$ cat src/rtl/core/assert_macros.svh
// ----------------------------------------------------------------------------
// assert_macros.svh
// Concurrent assertion helpers; compiled out when SYNTH is defined.
// ----------------------------------------------------------------------------
`ifndef ASSERT_MACROS_SVH
`define ASSERT_MACROS_SVH

`ifndef SYNTH
// Same-cycle implication, checked on the rising clock edge outside reset.
`define ASSERT_IMPLIES(label, clk, rst_n, a, b) \
	label: assert property (@(posedge clk) disable iff (!(rst_n)) (a) |-> (b)) \
		else $error("assertion failed: implication");
// Next-cycle implication, checked on the rising clock edge outside reset.
`define ASSERT_NEXT(label, clk, rst_n, a, b) \
	label: assert property (@(posedge clk) disable iff (!(rst_n)) (a) |=> (b)) \
		else $error("assertion failed: next-cycle implication");
`else
`define ASSERT_IMPLIES(label, clk, rst_n, a, b)
`define ASSERT_NEXT(label, clk, rst_n, a, b)
`endif

`endif

$ cat src/rtl/core/ttip_pkg.sv
// ----------------------------------------------------------------------------
// ttip_pkg
// Types and constants of the streaming text-to-integer parser.
// ----------------------------------------------------------------------------
package ttip_pkg;

	// Saturation limit of the consumed-character count
	localparam logic [15:0] MAX_OFFSET = 16'd65535;

	// Radix register
	localparam int unsigned RADIX_W     = 5;
	localparam logic [4:0]  RADIX_RESET = 5'd10;
	localparam logic [4:0]  RADIX_HEX   = 5'd16;

	// Character codes
	localparam logic [7:0] CH_NUL   = 8'h00;
	localparam logic [7:0] CH_SPACE = 8'h20;
	localparam logic [7:0] CH_MINUS = 8'h2D;
	localparam logic [7:0] CH_0     = 8'h30;
	localparam logic [7:0] CH_9     = 8'h39;
	localparam logic [7:0] CH_UA    = 8'h41;
	localparam logic [7:0] CH_UF    = 8'h46;
	localparam logic [7:0] CH_UX    = 8'h58;
	localparam logic [7:0] CH_LA    = 8'h61;
	localparam logic [7:0] CH_LZ    = 8'h7A;
	localparam logic [7:0] CASE_GAP = 8'd32;
	localparam logic [7:0] HEX_BASE = 8'd10;

	// Parse phase codes
	localparam logic [1:0] PH_SPACES = 2'd0;
	localparam logic [1:0] PH_NUMBER = 2'd1;
	localparam logic [1:0] PH_DONE   = 2'd2;

	// One input character
	typedef struct packed {
		logic [7:0] ch;
		logic       first;
	} ttip_in_t;

	// One parse result
	typedef struct packed {
		logic signed [63:0] value;
		logic [15:0]        end_offset;
		logic               ended_on_nul;
	} ttip_out_t;

endpackage

$ cat src/rtl/core/text_to_integer_parser.sv
// ----------------------------------------------------------------------------
// text_to_integer_parser
// Streaming parser: folds one character per transfer into a 64-bit value.
// ----------------------------------------------------------------------------
//  channel  | handshake              | payload
//  ---------+------------------------+----------------------------------
//  in       | in_valid / in_ready    | in_data  (ch, first)
//  out      | out_valid / out_ready  | out_data (value, end_offset, ended_on_nul)
//  cfg      | cfg_we                 | cfg_wdata (radix)
//
//  One character per cycle sustained unless a finishing character meets a
//  stalled result; from the input register a character updates the parse
//  state and, at that same edge, loads its result, if any.
//  Reset puts the parser in the leading-space phase with radix 10.
//  A stalled result holds the input stage only when that stage would
//  produce another result; characters that yield no result keep flowing.
// ----------------------------------------------------------------------------
`include "assert_macros.svh"

module text_to_integer_parser (
	input  logic                clk,
	input  logic                arst_n,
	input  logic                in_valid,
	output logic                in_ready,
	input  ttip_pkg::ttip_in_t  in_data,
	output logic                out_valid,
	input  logic                out_ready,
	output ttip_pkg::ttip_out_t out_data,
	input  logic                cfg_we,
	input  logic [4:0]          cfg_wdata
);

	logic [4:0]          radix_q;
	logic                valid_s1;
	ttip_pkg::ttip_in_t  data_s1;
	logic [1:0]          phase_q;
	logic                neg_q;
	logic [63:0]         acc_q;
	logic [15:0]         cons_q;
	logic                out_valid_q;
	ttip_pkg::ttip_out_t out_data_q;

	logic [1:0]  phase_d;
	logic        neg_d;
	logic [63:0] acc_d;
	logic [15:0] cons_d;
	logic        emit;
	logic        go_s1;
	logic [63:0] prod;

	// Radix register
	always_ff @(posedge clk or negedge arst_n) begin
		if (!arst_n) begin
			radix_q <= ttip_pkg::RADIX_RESET;
		end else if (cfg_we) begin
			radix_q <= cfg_wdata;
		end
	end

	// Stage 1 advances unless it makes a result that cannot be stored
	assign go_s1    = valid_s1 && (!emit || !out_valid_q || out_ready);
	assign in_ready = !valid_s1 || go_s1;

	// Input register
	always_ff @(posedge clk or negedge arst_n) begin
		if (!arst_n) begin
			valid_s1 <= 1'b0;
		end else if (in_ready) begin
			valid_s1 <= in_valid;
		end
	end

	always_ff @(posedge clk) begin
		if (in_valid && in_ready) begin
			data_s1 <= in_data;
		end
	end

	// Parse step: next state and result for the character in stage 1
	always_comb begin
		logic [1:0]  ph;
		logic        neg;
		logic [63:0] acc;
		logic [15:0] cons;
		logic [15:0] cons_inc;
		logic [7:0]  ch;
		logic [7:0]  up;
		logic        hex;
		logic        num_path;
		logic        is_dec;
		logic        is_hexl;
		logic [3:0]  digit;

		ch   = data_s1.ch;
		ph   = data_s1.first ? ttip_pkg::PH_SPACES : phase_q;
		neg  = data_s1.first ? 1'b0 : neg_q;
		acc  = data_s1.first ? 64'd0 : acc_q;
		cons = data_s1.first ? 16'd0 : cons_q;
		cons_inc = (cons < ttip_pkg::MAX_OFFSET) ? cons + 16'd1 : cons;
		up  = (ch >= ttip_pkg::CH_LA && ch <= ttip_pkg::CH_LZ) ? ch - ttip_pkg::CASE_GAP : ch;
		hex = (radix_q == ttip_pkg::RADIX_HEX);
		is_dec  = (ch >= ttip_pkg::CH_0 && ch <= ttip_pkg::CH_9);
		is_hexl = hex && (up >= ttip_pkg::CH_UA && up <= ttip_pkg::CH_UF);
		digit = is_dec ? ch[3:0] : 4'(up - ttip_pkg::CH_UA + ttip_pkg::HEX_BASE);
		prod  = acc * 64'(radix_q);

		phase_d  = ph;
		neg_d    = neg;
		acc_d    = acc;
		cons_d   = cons;
		emit     = 1'b0;
		num_path = 1'b0;

		case (ph)
			ttip_pkg::PH_SPACES: begin
				if (ch == ttip_pkg::CH_SPACE) begin
					cons_d = cons_inc;
				end else begin
					phase_d = ttip_pkg::PH_NUMBER;
					if (ch == ttip_pkg::CH_MINUS) begin
						neg_d  = 1'b1;
						cons_d = cons_inc;
					end else begin
						num_path = 1'b1;
					end
				end
			end
			ttip_pkg::PH_NUMBER: begin
				num_path = 1'b1;
			end
			default: begin
			end
		endcase

		// Fold a digit, skip an X in base 16, or end the parse
		if (num_path) begin
			if (hex && up == ttip_pkg::CH_UX) begin
				cons_d = cons_inc;
			end else if (is_dec || is_hexl) begin
				acc_d  = prod + 64'(digit);
				cons_d = cons_inc;
			end else begin
				emit    = 1'b1;
				phase_d = ttip_pkg::PH_DONE;
			end
		end
	end

	// Parse state
	always_ff @(posedge clk or negedge arst_n) begin
		if (!arst_n) begin
			phase_q <= ttip_pkg::PH_SPACES;
			neg_q   <= 1'b0;
			acc_q   <= 64'd0;
			cons_q  <= 16'd0;
		end else if (go_s1) begin
			phase_q <= phase_d;
			neg_q   <= neg_d;
			acc_q   <= acc_d;
			cons_q  <= cons_d;
		end
	end

	// Result register: load on a finishing character, drop on transfer
	always_ff @(posedge clk or negedge arst_n) begin
		if (!arst_n) begin
			out_valid_q <= 1'b0;
		end else if (go_s1 && emit) begin
			out_valid_q <= 1'b1;
		end else if (out_ready) begin
			out_valid_q <= 1'b0;
		end
	end

	always_ff @(posedge clk) begin
		if (go_s1 && emit) begin
			out_data_q.value        <= $signed(neg_d ? 64'd0 - acc_d : acc_d);
			out_data_q.end_offset   <= cons_d;
			out_data_q.ended_on_nul <= (data_s1.ch == ttip_pkg::CH_NUL);
		end
	end

	assign out_valid = out_valid_q;
	assign out_data  = out_data_q;

	// Checks
	`ASSERT_NEXT(a_emit_done, clk, arst_n, go_s1 && emit, phase_q == ttip_pkg::PH_DONE)
	`ASSERT_IMPLIES(a_done_quiet, clk, arst_n, valid_s1 && !data_s1.first && phase_q == ttip_pkg::PH_DONE, !emit)
	`ASSERT_IMPLIES(a_stall_hold, clk, arst_n, valid_s1 && emit && out_valid_q && !out_ready, !in_ready)
	`ASSERT_NEXT(a_load_valid, clk, arst_n, go_s1 && emit, out_valid_q)

endmodule
$ cat config.mk
export PLATFORM = sky130hd
export DESIGN_NAME = text_to_integer_parser
export DESIGN_NICKNAME = d
export VERILOG_FILES = /design/src/rtl/core/ttip_pkg.sv /design/src/rtl/core/text_to_integer_parser.sv
export VERILOG_INCLUDE_DIRS = /design/src /design/src/rtl/core
export SDC_FILE = /design/constraint.sdc
export NUM_CORES = 1
export LEC_CHECK = 0
export ABC_AREA = 1
export BUFFER_PORTS_ARGS = -buffer_cell sky130_fd_sc_hd__buf_4
export CAP_MARGIN = 10
export CORE_MARGIN = 3
export CORE_UTILIZATION = 59
export CTS_CLUSTER_DIAMETER = 50
export DETAILED_ROUTE_END_ITERATION = 7
export PLACE_DENSITY = 0.8
export SLEW_MARGIN = 10
export SYNTH_ARGS = -nofsm -noshare
export SYNTH_HDL_FRONTEND = slang
export SYNTH_SLANG_ARGS = --single-unit
$ cat constraint.sdc
create_clock -name clk -period 6.05 [get_ports clk]
set_input_delay 0.3025 -clock clk [delete_from_list [all_inputs] [get_ports clk]]
set_output_delay 0.3025 -clock clk [all_outputs]
set_load 0.05 [all_outputs]
==> results.txt <==
Fmax -> 0.1626 GHz
Pre-CTS WS -> -156.7 ps
Placed cell area -> 0.02777 mm²
I/O pins -> 102
Core area -> 0.03982 mm²
Violated checks -> negative setup slack
N_diodes -> 0
VDD IR max -> 0.1642 mV
First-pass GRT wire length -> 128500 µm
Yosys warning count -> 0
Clock-pin slew on the worst setup and hold paths -> 70 ps
Status -> finished with violations
Register area -> 0.004957 mm²
CTS tree -> yes
TritonRoute pass-1 iters -> 6
Minimum clock period after layout -> 6148 ps
Worst hold slack -> 24.87 ps
Root Buffer -> clkbuf_16
Tightest Pin Transition -> 980.3 ps
Largest net degree at the start of global routing -> 84
DIE HEIGHT -> 207.2 µm
Via count -> 25399
Synth cell types -> 47
Final setup viols -> 14
Register area share after synthesis -> 20.76%
Final std cells w/o fill -> 4659
Min-delay worst type -> input port to register
Rows -> 73
Final WL -> 81090 µm
Vias per inst -> 5.452
Die Footprint -> 0.04292 mm²
Nets -> 4457
CP Capture Type -> register
Layout overhead on the synthesized area -> 21.37%
Post-route ant nets -> 0
Avg WL per Cell -> 17.41 µm
Crit path largest cell delay -> 550 ps
Fin Setup TNS -> -587.1 ps
Area contributors post-synth -> nand2_1, fa_1, inv_1
Crit path kind -> register to register
Synth area leader -> nand2_1
Share of the synthesized area in the top cell type -> 18.80%
Area of the multi-input gates -> 0.01610 mm²
GRT Residual Overflow -> 0
Clock buffer depth -> 2
Routability cong. -> 1.043
Total power draw -> 4.980 mW
Pins Over Slew Limit -> 0
Critical Path Start Type -> register
Mapped Area -> 0.02388 mm²
Skew final -> 19.02 ps
Syn Nets -> 4060
Vias in the first global route -> 24503
CP max stage cell -> fa_1
Layout fillers -> 3318
Initial antenna violation count -> 0
Starting Density -> 59.96%
I/O Buffers -> 101
Cells after Synth -> 3724
Critical Path RT -> 6250 ps
Share of layout cells above drive strength 1 -> 17.44%
DP Wirelength -> 65220 µm
Relative slew slack -> 34.65%
# DRC -> 0
Fraction of registers with async set/reset -> 50.00%
Power Dens Cells -> 171.8 mW/mm²
Clk sinks -> 180
Final core occ -> 72.77%
Worst-skew pair later-pin latency -> 460 ps
EDFF count, synth -> 90
Inst Count DP -> 4614
Main synth FF type -> edfxtp_1
Most common cell on crit path -> nand2_1
Final Cycle Share -> 101.6%
Die W -> 207.2 µm
Pleak -> 16.40 nW
Max-cap violation count -> 0
Maximum fanout along the worst path -> 10
Total CTS buffers -> 17
Hold Fails Final Rpt -> 0
Final worst setup slack -> -98.21 ps
CP arrival -> 6350 ps
Cell area after layout -> 0.02898 mm²
Syn_area_per_cell -> 6.412 µm²
Starting DRT DRC Count -> 3194
H-Tree Level Count -> 4
RSZ-0062 raised after global routing -> yes
Seq cells post-synth -> 180
GRT Util Overall -> 37.35%
## metal layers
layer	share of wire (%)	track usage, %	up-vias
met2	44	58.83	1461
met5	0	0	-
li1	-	-	11918
met4	4.6	14.61	0
met3	12	7.633	227
met1	40	50.95	11793
## kinds of logic (layout without fill, tap and decap cells)
logic type                 after synthesis  count (layout)  share of synthesized area, %
adders and majority gates              317             317                         22.33
xor gates and xnor gates                94              94                         3.448
DFF                                    180             180                         20.76
buffers and inverters                  873            1283                         14.10
AOI/OAI and AO/OA                      209             209                         4.695
and+or+nand+nor                       2050            2050                         34.62
muxes                                    1               1                       0.04716
## worst paths after layout
path,cells past startpoint,slack [ps],from,to
worst max-delay path,32,-100,data_s1[0],out_data[45]
worst min-delay path,1,20,in_data[3],data_s1[3]
worst max register to register,32,-100,data_s1[0],out_data[45]
worst min register to register,2,490,cons_q[4],cons_q[4]
max in group asynchronous,3,4480,arst_n,acc_q[47]
min in group asynchronous,2,430,arst_n,acc_q[1]
## cells in the mapped netlist, types with 6 or more instances
cell / number
nand2_1: 1196
inv_1: 761
nor2_1: 570
fa_1: 182
nand3_1: 162
ha_1: 135
o21ai_0: 106
edfxtp_1: 90
dfrtp_1: 88
xor2_1: 78
a21oi_1: 62
clkbuf_1: 59
nand4_1: 40
nand3b_1: 25
nor3_1: 21
buf_2: 20
xnor2_1: 16
o21ai_1: 14
o21bai_1: 12
inv_2: 10
nand2_2: 9
buf_1: 8
nor2_2: 8
buf_6: 7
nand3_2: 6
## layout by cell type (no fill, tap or decap), types with 23 or more instances in the layout
master | netlist | routed
nor2_2 | 8 | 70
xor2_1 | 78 | 75
inv_1 | 761 | 748
nand2_1 | 1196 | 1143
a21oi_1 | 62 | 57
nor2_1 | 570 | 498
o21ai_0 | 106 | 103
fa_1 | 182 | 181
ha_1 | 135 | 129
nand2_2 | 9 | 62
edfxtp_1 | 90 | 90
nand4_1 | 40 | 40
inv_2 | 10 | 23
nand3b_1 | 25 | 25
dfrtp_1 | 88 | 88
nand3_1 | 162 | 154
buf_4 | 3 | 456
## flip-flops by register name, indices dropped and copies added, names as in the netlist
register and count:
valid_s1 1, cons_q 16, neg_q 1, acc_q 64
data_s1 9, phase_q 2, out_valid 1, out_data 81
radix_q 5
## critical path, delay by kind of cell, from the launching register on
family	cells	cell delay, ps
DFF	1	520
adders and majority gates	4	1740
buffers and inverters	10	1110
and+or+nand+nor	16	2020
xor gates and xnor gates	2	470
## cell type report
class | count | area share, %
Clock inverter | 9 | 0.2461
Clock buffer | 23 | 1.654
Multi-Input combinational cell | 2671 | 55.56
Inverter | 776 | 10.06
Timing Repair Buffer | 475 | 13.11
Tap cell | 525 | 2.267
Sequential cell | 180 | 17.11
## power breakdown
| group | internal (mW) | switching, mW |
|---|---|---|
| Sequential | 1.46 | 0.0666 |
| Combinational | 0.776 | 1.60 |
| Clock | 0.567 | 0.512 |
## what timing repair did
item / in CTS / in global routing
pin swaps: 5 / 11
gates resized for setup: 12 / 167
setup endpoints to repair: 28 / 49
setup buffers: 2 / 9
endpoints found under the hold margin: 42 / 0
hold buffers: 1 / 0
cloned: 0 / 1
Power figures use the tool's default switching activity.
